[src/hdl/ssm_pkg.sv]
// ----------------------------------------------------------------------------
// ssm_pkg
// Shared types and constants for the sorted sequence merger.
// ----------------------------------------------------------------------------
package ssm_pkg;

  // Default number of entries in each sequence buffer
  localparam int unsigned LIST_DEPTH_DEF = 16;

  // Width of a stored value
  localparam int unsigned VALUE_W = 32;

  // Request codes carried in req_type
  typedef enum logic [1:0] {
    REQ_PUSH_FIRST  = 2'd0,
    REQ_PUSH_SECOND = 2'd1,
    REQ_MERGE       = 2'd2
  } req_e;

  // Controller states
  typedef enum logic {
    ST_IDLE  = 1'b0,
    ST_MERGE = 1'b1
  } state_e;

  // Commands from the controller to the datapath
  typedef struct packed {
    logic in_ready;    // input channel may accept an item
    logic push_en;     // accepted item is a push request
    logic merge_step;  // load the next merged result into the output register
  } ctrl_cmd_t;

  // Status from the datapath to the controller
  typedef struct packed {
    logic slot_free;   // output register can take a result this cycle
    logic merge_last;  // the pending result is the final one of the merge
  } dp_status_t;

endpackage

[src/hdl/ssm_if.sv]
// ----------------------------------------------------------------------------
// ssm_if
// Valid/ready channels for requests into and results out of the merger.
// ----------------------------------------------------------------------------
interface ssm_in_if;
  logic               valid;
  logic               ready;
  logic [1:0]         req_type;
  logic signed [31:0] value_in;

  modport source (output valid, output req_type, output value_in, input ready);
  modport sink   (input valid, input req_type, input value_in, output ready);
endinterface

interface ssm_out_if;
  logic               valid;
  logic               ready;
  logic signed [31:0] merged_value;
  logic               from_second;
  logic               last_value;
  logic               merge_empty;
  logic               push_dropped;

  modport source (output valid, output merged_value, output from_second,
                  output last_value, output merge_empty, output push_dropped,
                  input ready);
  modport sink   (input valid, input merged_value, input from_second,
                  input last_value, input merge_empty, input push_dropped,
                  output ready);
endinterface

[src/hdl/ssm_ctrl.sv]
// ----------------------------------------------------------------------------
// ssm_ctrl
// Controller: accepts requests when idle and steps the merge one result at a
// time while the output register has room.
// ----------------------------------------------------------------------------
module ssm_ctrl
  import ssm_pkg::*;
(
  input  logic       clk_i,
  input  logic       rst_ni,
  input  logic       in_valid_i,
  input  logic [1:0] req_type_i,
  input  dp_status_t status_i,
  output ctrl_cmd_t  cmd_o
);

  state_e state_q, state_d;
  req_e   req;

  assign req = req_e'(req_type_i);

  // State register
  always_ff @(posedge clk_i or negedge rst_ni) begin
    if (!rst_ni) begin
      state_q <= ST_IDLE;
    end else begin
      state_q <= state_d;
    end
  end

  // Next state
  always_comb begin
    state_d = state_q;
    unique case (state_q)
      ST_IDLE: begin
        if (in_valid_i && (req == REQ_MERGE)) begin
          state_d = ST_MERGE;
        end
      end
      ST_MERGE: begin
        if (status_i.slot_free && status_i.merge_last) begin
          state_d = ST_IDLE;
        end
      end
      default: state_d = ST_IDLE;
    endcase
  end

  // Command outputs
  always_comb begin
    cmd_o = '0;
    unique case (state_q)
      ST_IDLE: begin
        cmd_o.in_ready = 1'b1;
        cmd_o.push_en  = in_valid_i &&
                         ((req == REQ_PUSH_FIRST) || (req == REQ_PUSH_SECOND));
      end
      ST_MERGE: begin
        cmd_o.merge_step = status_i.slot_free;
      end
      default: cmd_o = '0;
    endcase
  end

endmodule

[src/hdl/ssm_datapath.sv]
// ----------------------------------------------------------------------------
// ssm_datapath
// Datapath: two sequence buffers with fill counts, merge read pointers,
// head compare and the output result register.
// ----------------------------------------------------------------------------
module ssm_datapath
  import ssm_pkg::*;
#(
  parameter int unsigned LIST_DEPTH = LIST_DEPTH_DEF
) (
  input  logic                      clk_i,
  input  logic                      rst_ni,
  input  ctrl_cmd_t                 cmd_i,
  output dp_status_t                status_o,
  input  logic [1:0]                req_type_i,
  input  logic signed [VALUE_W-1:0] value_in_i,
  input  logic                      out_ready_i,
  output logic                      out_valid_o,
  output logic signed [VALUE_W-1:0] merged_value_o,
  output logic                      from_second_o,
  output logic                      last_value_o,
  output logic                      merge_empty_o,
  output logic                      push_dropped_o
);

  localparam int unsigned CNT_W = $clog2(LIST_DEPTH + 1);
  localparam int unsigned IDX_W = (LIST_DEPTH > 1) ? $clog2(LIST_DEPTH) : 1;
  localparam logic [CNT_W-1:0] DEPTH_C = CNT_W'(LIST_DEPTH);
  localparam logic [CNT_W-1:0] ONE_C   = CNT_W'(1);

  logic signed [VALUE_W-1:0] buf_a_q [LIST_DEPTH];
  logic signed [VALUE_W-1:0] buf_b_q [LIST_DEPTH];
  logic [CNT_W-1:0]          cnt_a_q, cnt_a_d;
  logic [CNT_W-1:0]          cnt_b_q, cnt_b_d;
  logic [CNT_W-1:0]          rd_a_q, rd_a_d;
  logic [CNT_W-1:0]          rd_b_q, rd_b_d;
  logic                      ovf_q, ovf_d;

  logic                      out_valid_q;
  logic signed [VALUE_W-1:0] out_value_q;
  logic                      out_second_q, out_last_q, out_empty_q, out_dropped_q;

  req_e                      req;
  logic                      wr_a, wr_b;
  logic                      a_left, b_left, both_empty, take_a, last;
  logic signed [VALUE_W-1:0] head_a, head_b;

  assign req = req_e'(req_type_i);

  // Push decode: a push to a full buffer only raises the drop flag
  assign wr_a = cmd_i.push_en && (req == REQ_PUSH_FIRST)  && (cnt_a_q < DEPTH_C);
  assign wr_b = cmd_i.push_en && (req == REQ_PUSH_SECOND) && (cnt_b_q < DEPTH_C);

  // Buffer storage, no reset
  always_ff @(posedge clk_i) begin
    if (wr_a) begin
      buf_a_q[cnt_a_q[IDX_W-1:0]] <= value_in_i;
    end
    if (wr_b) begin
      buf_b_q[cnt_b_q[IDX_W-1:0]] <= value_in_i;
    end
  end

  // Head selection; second sequence wins ties
  assign a_left     = rd_a_q < cnt_a_q;
  assign b_left     = rd_b_q < cnt_b_q;
  assign both_empty = !a_left && !b_left;
  assign head_a     = buf_a_q[rd_a_q[IDX_W-1:0]];
  assign head_b     = buf_b_q[rd_b_q[IDX_W-1:0]];
  assign take_a     = a_left && (!b_left || (head_a < head_b));
  assign last       = both_empty ||
                      (take_a  && ((rd_a_q + ONE_C) == cnt_a_q) && !b_left) ||
                      (!take_a && ((rd_b_q + ONE_C) == cnt_b_q) && !a_left);

  assign status_o.slot_free  = !out_valid_q || out_ready_i;
  assign status_o.merge_last = last;

  // Counters, read pointers and drop flag
  always_comb begin
    cnt_a_d = cnt_a_q;
    cnt_b_d = cnt_b_q;
    rd_a_d  = rd_a_q;
    rd_b_d  = rd_b_q;
    ovf_d   = ovf_q;
    if (cmd_i.push_en) begin
      if (wr_a) begin
        cnt_a_d = cnt_a_q + ONE_C;
      end else if (wr_b) begin
        cnt_b_d = cnt_b_q + ONE_C;
      end else if ((req == REQ_PUSH_FIRST) || (req == REQ_PUSH_SECOND)) begin
        ovf_d = 1'b1;
      end
    end
    if (cmd_i.merge_step) begin
      if (last) begin
        cnt_a_d = '0;
        cnt_b_d = '0;
        rd_a_d  = '0;
        rd_b_d  = '0;
        ovf_d   = 1'b0;
      end else if (take_a) begin
        rd_a_d = rd_a_q + ONE_C;
      end else begin
        rd_b_d = rd_b_q + ONE_C;
      end
    end
  end

  always_ff @(posedge clk_i or negedge rst_ni) begin
    if (!rst_ni) begin
      cnt_a_q <= '0;
      cnt_b_q <= '0;
      rd_a_q  <= '0;
      rd_b_q  <= '0;
      ovf_q   <= 1'b0;
    end else begin
      cnt_a_q <= cnt_a_d;
      cnt_b_q <= cnt_b_d;
      rd_a_q  <= rd_a_d;
      rd_b_q  <= rd_b_d;
      ovf_q   <= ovf_d;
    end
  end

  // Output register valid
  always_ff @(posedge clk_i or negedge rst_ni) begin
    if (!rst_ni) begin
      out_valid_q <= 1'b0;
    end else if (cmd_i.merge_step) begin
      out_valid_q <= 1'b1;
    end else if (out_ready_i) begin
      out_valid_q <= 1'b0;
    end
  end

  // Output register payload
  always_ff @(posedge clk_i) begin
    if (cmd_i.merge_step) begin
      out_value_q   <= both_empty ? '0 : (take_a ? head_a : head_b);
      out_second_q  <= !take_a && !both_empty;
      out_last_q    <= last;
      out_empty_q   <= both_empty;
      out_dropped_q <= ovf_q;
    end
  end

  assign out_valid_o    = out_valid_q;
  assign merged_value_o = out_value_q;
  assign from_second_o  = out_second_q;
  assign last_value_o   = out_last_q;
  assign merge_empty_o  = out_empty_q;
  assign push_dropped_o = out_dropped_q;

endmodule

[src/hdl/sorted_sequence_merger.sv]
// ----------------------------------------------------------------------------
// sorted_sequence_merger
// Merges two ascending sequences of signed 32-bit values into one.
// ----------------------------------------------------------------------------
// Usage:
//   in_ch carries requests: req_type 0 appends value_in to the first buffer,
//   1 to the second, 2 starts a merge; code 3 is taken and ignored.
//   out_ch carries merged results, one item per stored value, ascending,
//   with last_value on the final one. A tie emits the second sequence first.
//   A merge of two empty buffers gives a single item flagged merge_empty.
//   push_dropped reports a push that hit a full buffer since the last merge.
// Timing:
//   Pushes are taken one per cycle while idle. A taken merge request moves
//   the controller to its merge state; it then loads one result per cycle
//   into the output register while out_ch is ready, each chosen by the
//   single head compare. in_ch is held off until the final result is in
//   the output register; pushes may then resume while it waits to drain.
// Reset: both buffers empty, drop flag clear, no result pending.
// Stall: a stalled out_ch holds its result and the merge pauses in place.
// ----------------------------------------------------------------------------
module sorted_sequence_merger
  import ssm_pkg::*;
#(
  parameter int unsigned LIST_DEPTH = LIST_DEPTH_DEF
) (
  input  logic       clk_i,
  input  logic       rst_ni,
  ssm_in_if.sink     in_ch,
  ssm_out_if.source  out_ch
);

  ctrl_cmd_t  cmd;
  dp_status_t status;

  // Controller
  ssm_ctrl u_ctrl (
    .clk_i      (clk_i),
    .rst_ni     (rst_ni),
    .in_valid_i (in_ch.valid),
    .req_type_i (in_ch.req_type),
    .status_i   (status),
    .cmd_o      (cmd)
  );

  // Datapath
  ssm_datapath #(
    .LIST_DEPTH (LIST_DEPTH)
  ) u_datapath (
    .clk_i          (clk_i),
    .rst_ni         (rst_ni),
    .cmd_i          (cmd),
    .status_o       (status),
    .req_type_i     (in_ch.req_type),
    .value_in_i     (in_ch.value_in),
    .out_ready_i    (out_ch.ready),
    .out_valid_o    (out_ch.valid),
    .merged_value_o (out_ch.merged_value),
    .from_second_o  (out_ch.from_second),
    .last_value_o   (out_ch.last_value),
    .merge_empty_o  (out_ch.merge_empty),
    .push_dropped_o (out_ch.push_dropped)
  );

  assign in_ch.ready = cmd.in_ready;

  // A taken merge request blocks input on the next cycle
  assert property (@(posedge clk_i) disable iff (!rst_ni)
    in_ch.valid && in_ch.ready && (in_ch.req_type == REQ_MERGE) |=> !in_ch.ready)
    else $error("input accepted right after a merge request");

  // An empty merge is a single final item with a zero value
  assert property (@(posedge clk_i) disable iff (!rst_ni)
    out_ch.valid && out_ch.merge_empty |->
      out_ch.last_value && !out_ch.from_second && (out_ch.merged_value == 0))
    else $error("malformed empty merge result");

  // Input stays blocked while a non-final result is pending
  assert property (@(posedge clk_i) disable iff (!rst_ni)
    out_ch.valid && !out_ch.last_value |-> !in_ch.ready)
    else $error("input accepted in the middle of a merge");

endmodule
[src/flat_wrapper.sv]
// flat-port wrapper written by rule: the top's interface ports become plain ports
module sorted_sequence_merger_flat import ssm_pkg::*;
#(
  parameter int unsigned LIST_DEPTH = LIST_DEPTH_DEF
)
  (clk_i, rst_ni, in_ch_valid, in_ch_req_type, in_ch_value_in, in_ch_ready, out_ch_valid, out_ch_merged_value, out_ch_from_second, out_ch_last_value, out_ch_merge_empty, out_ch_push_dropped, out_ch_ready);
  ssm_in_if in_ch_i ();
  ssm_out_if out_ch_i ();
  input  logic clk_i;
  input  logic rst_ni;
  input wire logic [$bits(in_ch_i.valid)-1:0] in_ch_valid;
  input wire logic [$bits(in_ch_i.req_type)-1:0] in_ch_req_type;
  input wire logic [$bits(in_ch_i.value_in)-1:0] in_ch_value_in;
  output wire logic [$bits(in_ch_i.ready)-1:0] in_ch_ready;
  output wire logic [$bits(out_ch_i.valid)-1:0] out_ch_valid;
  output wire logic [$bits(out_ch_i.merged_value)-1:0] out_ch_merged_value;
  output wire logic [$bits(out_ch_i.from_second)-1:0] out_ch_from_second;
  output wire logic [$bits(out_ch_i.last_value)-1:0] out_ch_last_value;
  output wire logic [$bits(out_ch_i.merge_empty)-1:0] out_ch_merge_empty;
  output wire logic [$bits(out_ch_i.push_dropped)-1:0] out_ch_push_dropped;
  input wire logic [$bits(out_ch_i.ready)-1:0] out_ch_ready;
  assign in_ch_i.valid = in_ch_valid;
  assign in_ch_i.req_type = in_ch_req_type;
  assign in_ch_i.value_in = in_ch_value_in;
  assign in_ch_ready = in_ch_i.ready;
  assign out_ch_valid = out_ch_i.valid;
  assign out_ch_merged_value = out_ch_i.merged_value;
  assign out_ch_from_second = out_ch_i.from_second;
  assign out_ch_last_value = out_ch_i.last_value;
  assign out_ch_merge_empty = out_ch_i.merge_empty;
  assign out_ch_push_dropped = out_ch_i.push_dropped;
  assign out_ch_i.ready = out_ch_ready;
  sorted_sequence_merger #(.LIST_DEPTH(LIST_DEPTH)) u_core (.clk_i(clk_i), .rst_ni(rst_ni), .in_ch(in_ch_i), .out_ch(out_ch_i));
endmodule
[config.mk]
export PLATFORM = sky130hd
export DESIGN_NAME = sorted_sequence_merger_flat
export DESIGN_NICKNAME = d
export VERILOG_FILES = /design/src/hdl/ssm_pkg.sv /design/src/hdl/ssm_if.sv /design/src/hdl/ssm_ctrl.sv /design/src/hdl/ssm_datapath.sv /design/src/hdl/sorted_sequence_merger.sv /design/src/flat_wrapper.sv
export SDC_FILE = /design/constraint.sdc
export NUM_CORES = 1
export LEC_CHECK = 0
export BUFFER_PORTS_ARGS = -buffer_cell sky130_fd_sc_hd__buf_2
export CELL_PAD_IN_SITES_DETAIL_PLACEMENT = 1
export CELL_PAD_IN_SITES_GLOBAL_PLACEMENT = 1
export CORE_ASPECT_RATIO = 0.7
export CORE_MARGIN = 2
export CORE_UTILIZATION = 50
export CTS_CLUSTER_DIAMETER = 80
export CTS_CLUSTER_SIZE = 25
export DETAILED_ROUTE_END_ITERATION = 8
export PLACE_DENSITY_LB_ADDON = 0.1
export SLEW_MARGIN = 20
export SYNTH_ARGS = -nofsm -noshare
export SYNTH_HDL_FRONTEND = slang
export SYNTH_SLANG_ARGS = --single-unit
[constraint.sdc]
create_clock -name clk_i -period 4.3 [get_ports clk_i]
set_clock_uncertainty 0.15 [all_clocks]
set_input_delay 0.86 -clock clk_i [delete_from_list [all_inputs] [get_ports clk_i]]
set_output_delay 0.86 -clock clk_i [all_outputs]
set_load 0.05 [all_outputs]
==> flow_summary_export.csv <==
group,metric,value,unit
status,status,"complete, but fails checks",
status,violations,"negative setup slack",
pwr,p_leak,16.2,nW
logic_synthesis,synth_area_leaders,"edfxtp_1 74%, mux4_2 6.9%, mux2i_1 6.0%, a221oi_1 3.2%, ha_1 1.5%",
pwr,powerDensity,639,nW/um^2
logic_synthesis,ys_async_sr_fraction,0.0212,
min_path,hp-class,"input port to asynchronous set/reset pin",
setup_path,critical-path-max-stage-delay,0.55,ns
floorplanning,io_pins,76,
placed_design,dpl.hpwl,74400,um
logic_synthesis,ys_warn_count,0,
logic_synthesis,syn_inst,2226,
placed_design,pre_cts_ws,-0.564,ns
global_routing,antenna_found_initial,1,
timing,max_slew.worst_pin.slew,0.857,ns
pwr,peakVddDrop,0.517,mV
timing,slew_violations,0,
cts,clk_pin_slew,0.10,ns
logic_synthesis,yosysTopAreaCell,"edfxtp_1",
logic_synthesis,netlist_area,42900,sq um
layout,instances_no_fill,3716,
route,ant_nets,0,
setup_path,slowest_stage,"dfrtp_4",
timing,finalCriticalPeriod,4.55,ns
cts,cts_max_level,2,
timing,hold_viol,0,
timing,fmax,0.220,GHz
route,drt_first_iter_violations,2526,
route,drtPass1Iterations,5,
timing,setup_tns,-7.25,ns
setup_path,ff2ff_path_depth,18,
route,wl,123000,um
setup_path,crit_chain,"buf_12 -> buf_16 -> buf_12 -> mux2i_1 -> a221oi_2 -> o21a_1 -> a221oi_2 -> buf_4 -> ha_4 -> nand4_1 -> nor4_2 -> nand4_1 -> buf_4 -> inv_1 -> a32oi_2 -> and3_4 -> buf_12 -> o31ai_1",
layout,nNetsFinal,2626,
global_routing,grt_max_degree,41,
setup_path,endpoint_kind,"flip-flop",
timing,finalSetupViolCount,42,
logic_synthesis,syn-num-nets,2315,
global_routing,track_usage,0.274,
route,vias,23830,
floorplanning,initial_core_util,0.507,
setup_path,crit_type,"flip-flop to flip-flop",
setup_path,cp.required,4.60,ns
logic_synthesis,synth_top_area_frac,0.743,
cts,cts_num_sinks,1083,
floorplanning,die_area,88100,sq um
timing,period_share,1.06,
setup_path,crit_fanout,32,
floorplanning,core-area,84600,sq um
setup_path,cp.arrival,4.85,ns
setup_path,cpMostUsedCell,"buf_12",
layout,final_core_util,0.597,
cts,holdBufCountCts,0,
cts,worstSkewPairLatency,0.66,ns
timing,max_slew_margin,0.427,
global_routing,grt_pass1_vias,24179,
timing,postLayoutSetupSlackWorst,-0.248,ns
setup_path,r2r_slack,-0.25,ns
logic_synthesis,seq_area_frac_synth,0.756,
cts,cts_buffers,50,
floorplanning,die_w,354,um
floorplanning,die_h,249,um
layout,drive_gt1_frac,0.313,
route,detail_route.wl_per_cell,33.0,um
logic_synthesis,synth-edff-count,1060,
cts,cts-root-buf,"clkbuf_16",
flow_run,drv_cap,0,
route,vias_per_cell,6.41,
logic_synthesis,synth_ff_type,"edfxtp_1",
logic_synthesis,synthDistinctLibCells,53,
logic_synthesis,synth.avg_cell_area,19.3,sq um
cts,cts_tree,"built",
global_routing,grt-ovfl-total,0,
global_routing,grt_pass1_wl,174000,um
layout,area_growth,17.9,%
cts,cts.path.max_buffers,3,
timing,rsz0062_at_grt,"yes",
logic_synthesis,ys_ff_latch,1083,
placed_design,gp_congestion,0.868,
placed_design,numPlacedInstances,3571,
floorplanning,rows,89,
setup_path,cp-start-kind,"flip-flop",
route,drcViolationCount,0,
placed_design,portBuffers,75,
cells by family after synthesis:
logic type / after synthesis / synth area share
compound gates: 347 / 0.0625
xor+xnor: 15 / 0.00306
fa+ha+maj: 51 / 0.0149
buf+inv: 147 / 0.0145
flops: 1083 / 0.756
mux: 389 / 0.129
simple gates: 194 / 0.0197
worst max-delay path: cells and delay by family, from the launching register on:
kind / cells / cell delay (ns)
compound gates: 5 / 1.02
fa+ha+maj: 1 / 0.26
buf+inv: 7 / 1.16
flops: 1 / 0.55
mux: 1 / 0.13
simple gates: 4 / 1.03
cells in the final DEF (no fill, tap or decap), types with 25 or more instances in the layout:
| cell | n |
|---|---|
| clkbuf_16 | 54 |
| nor2_4 | 25 |
| nand2_1 | 75 |
| buf_2 | 75 |
| buf_12 | 51 |
| a221oi_2 | 81 |
| mux4_2 | 132 |
| ha_1 | 41 |
| buf_4 | 224 |
| o21ai_0 | 34 |
| o21a_1 | 32 |
| edfxtp_1 | 1060 |
| mux2i_1 | 237 |
| a221oi_1 | 60 |
| a22oi_1 | 26 |
| clkbuf_1 | 35 |
path summary, 6_finish.rpt:
kind | start | end
setup / recovery | u_core.u_datapath.rd_b_q[0]$_DFFE_PN0P_ | u_core.u_datapath.merged_value_o[27]$_SDFFCE_PP0P_
hold / removal | rst_ni | u_core.u_ctrl.state_q$_DFF_PN0_
setup reg to reg | u_core.u_datapath.rd_b_q[0]$_DFFE_PN0P_ | u_core.u_datapath.merged_value_o[27]$_SDFFCE_PP0P_
hold reg to reg | u_core.u_datapath.ovf_q$_DFF_PN0_ | u_core.u_datapath.push_dropped_o$_DFFE_PP_
max in group asynchronous | rst_ni | u_core.u_datapath.rd_a_q[0]$_DFFE_PN0P_
min in group clk_i | u_core.u_datapath.ovf_q$_DFF_PN0_ | u_core.u_datapath.push_dropped_o$_DFFE_PP_
metrics by stage:
step                power (W)  cell area, sq um  hold slack [ns]
floorplan              0.0190             42900            0.276
global placement       0.0241             47000            0.283
detailed placement     0.0244             47000            0.288
CTS                    0.0311             49700           0.0829
global route           0.0336             50500            0.104
finish                 0.0323             50500            0.112
sequential cells by signal (all words and copies together) (netlist names), 5 cells and up:
signal,cells
u_core.u_datapath.buf_a_q,512
u_core.u_datapath.buf_b_q,512
u_core.u_datapath.cnt_a_q,5
u_core.u_datapath.cnt_b_q,5
u_core.u_datapath.merged_value_o,32
u_core.u_datapath.rd_a_q,5
u_core.u_datapath.rd_b_q,5
synth_stat cells (all sizes together) (9+ instances only):
cell type	count
clkbuf	78
ha	51
nand2	93
edfxtp	1060
dfrtp	23
nand3	9
buf	50
a21o	13
o21ai	39
a22oi	33
nor3	14
mux2i	256
mux4	132
nor2	48
a221oi	156
inv	18
o31ai	32
o21a	32
a21oi	20
xnor2	11
routing by layer:
layer	global-route usage	part of all wire
met5	0	0
met4	0.0533	0.020
met3	0.0574	0.082
met2	0.403	0.44
met1	0.427	0.45
report_power, final:
| part | total (W) | internal [W] | switching [W] | leakage, nW |
|---|---|---|---|---|
| sequential | 0.0125 | 0.0121 | 0.000358 | 9.84 |
| combinational | 0.0142 | 0.00612 | 0.00809 | 5.64 |
| clock | 0.00561 | 0.00236 | 0.00325 | 0.718 |
final cells by class:
cell class	count	area (sq um)
inverter	19	71.3
multi-input combinational	996	11500
clock buffer	87	1420
timing repair buffer	387	3670
sequential	1083	32400
fill	7291	34100
tap	1137	1420
clock inverter	6	81.3
antenna	1	2.50
repair_timing:
item | in CTS | in global routing
pin swaps | 44 | 40
hold endpoints to repair | 0 | 0
gates cloned | 3 | 3
setup buffers | 28 | 24
resized for setup | 155 | 115
endpoints found under the setup margin | 43 | 43
Note: power is estimated with default switching activity, not from simulation.
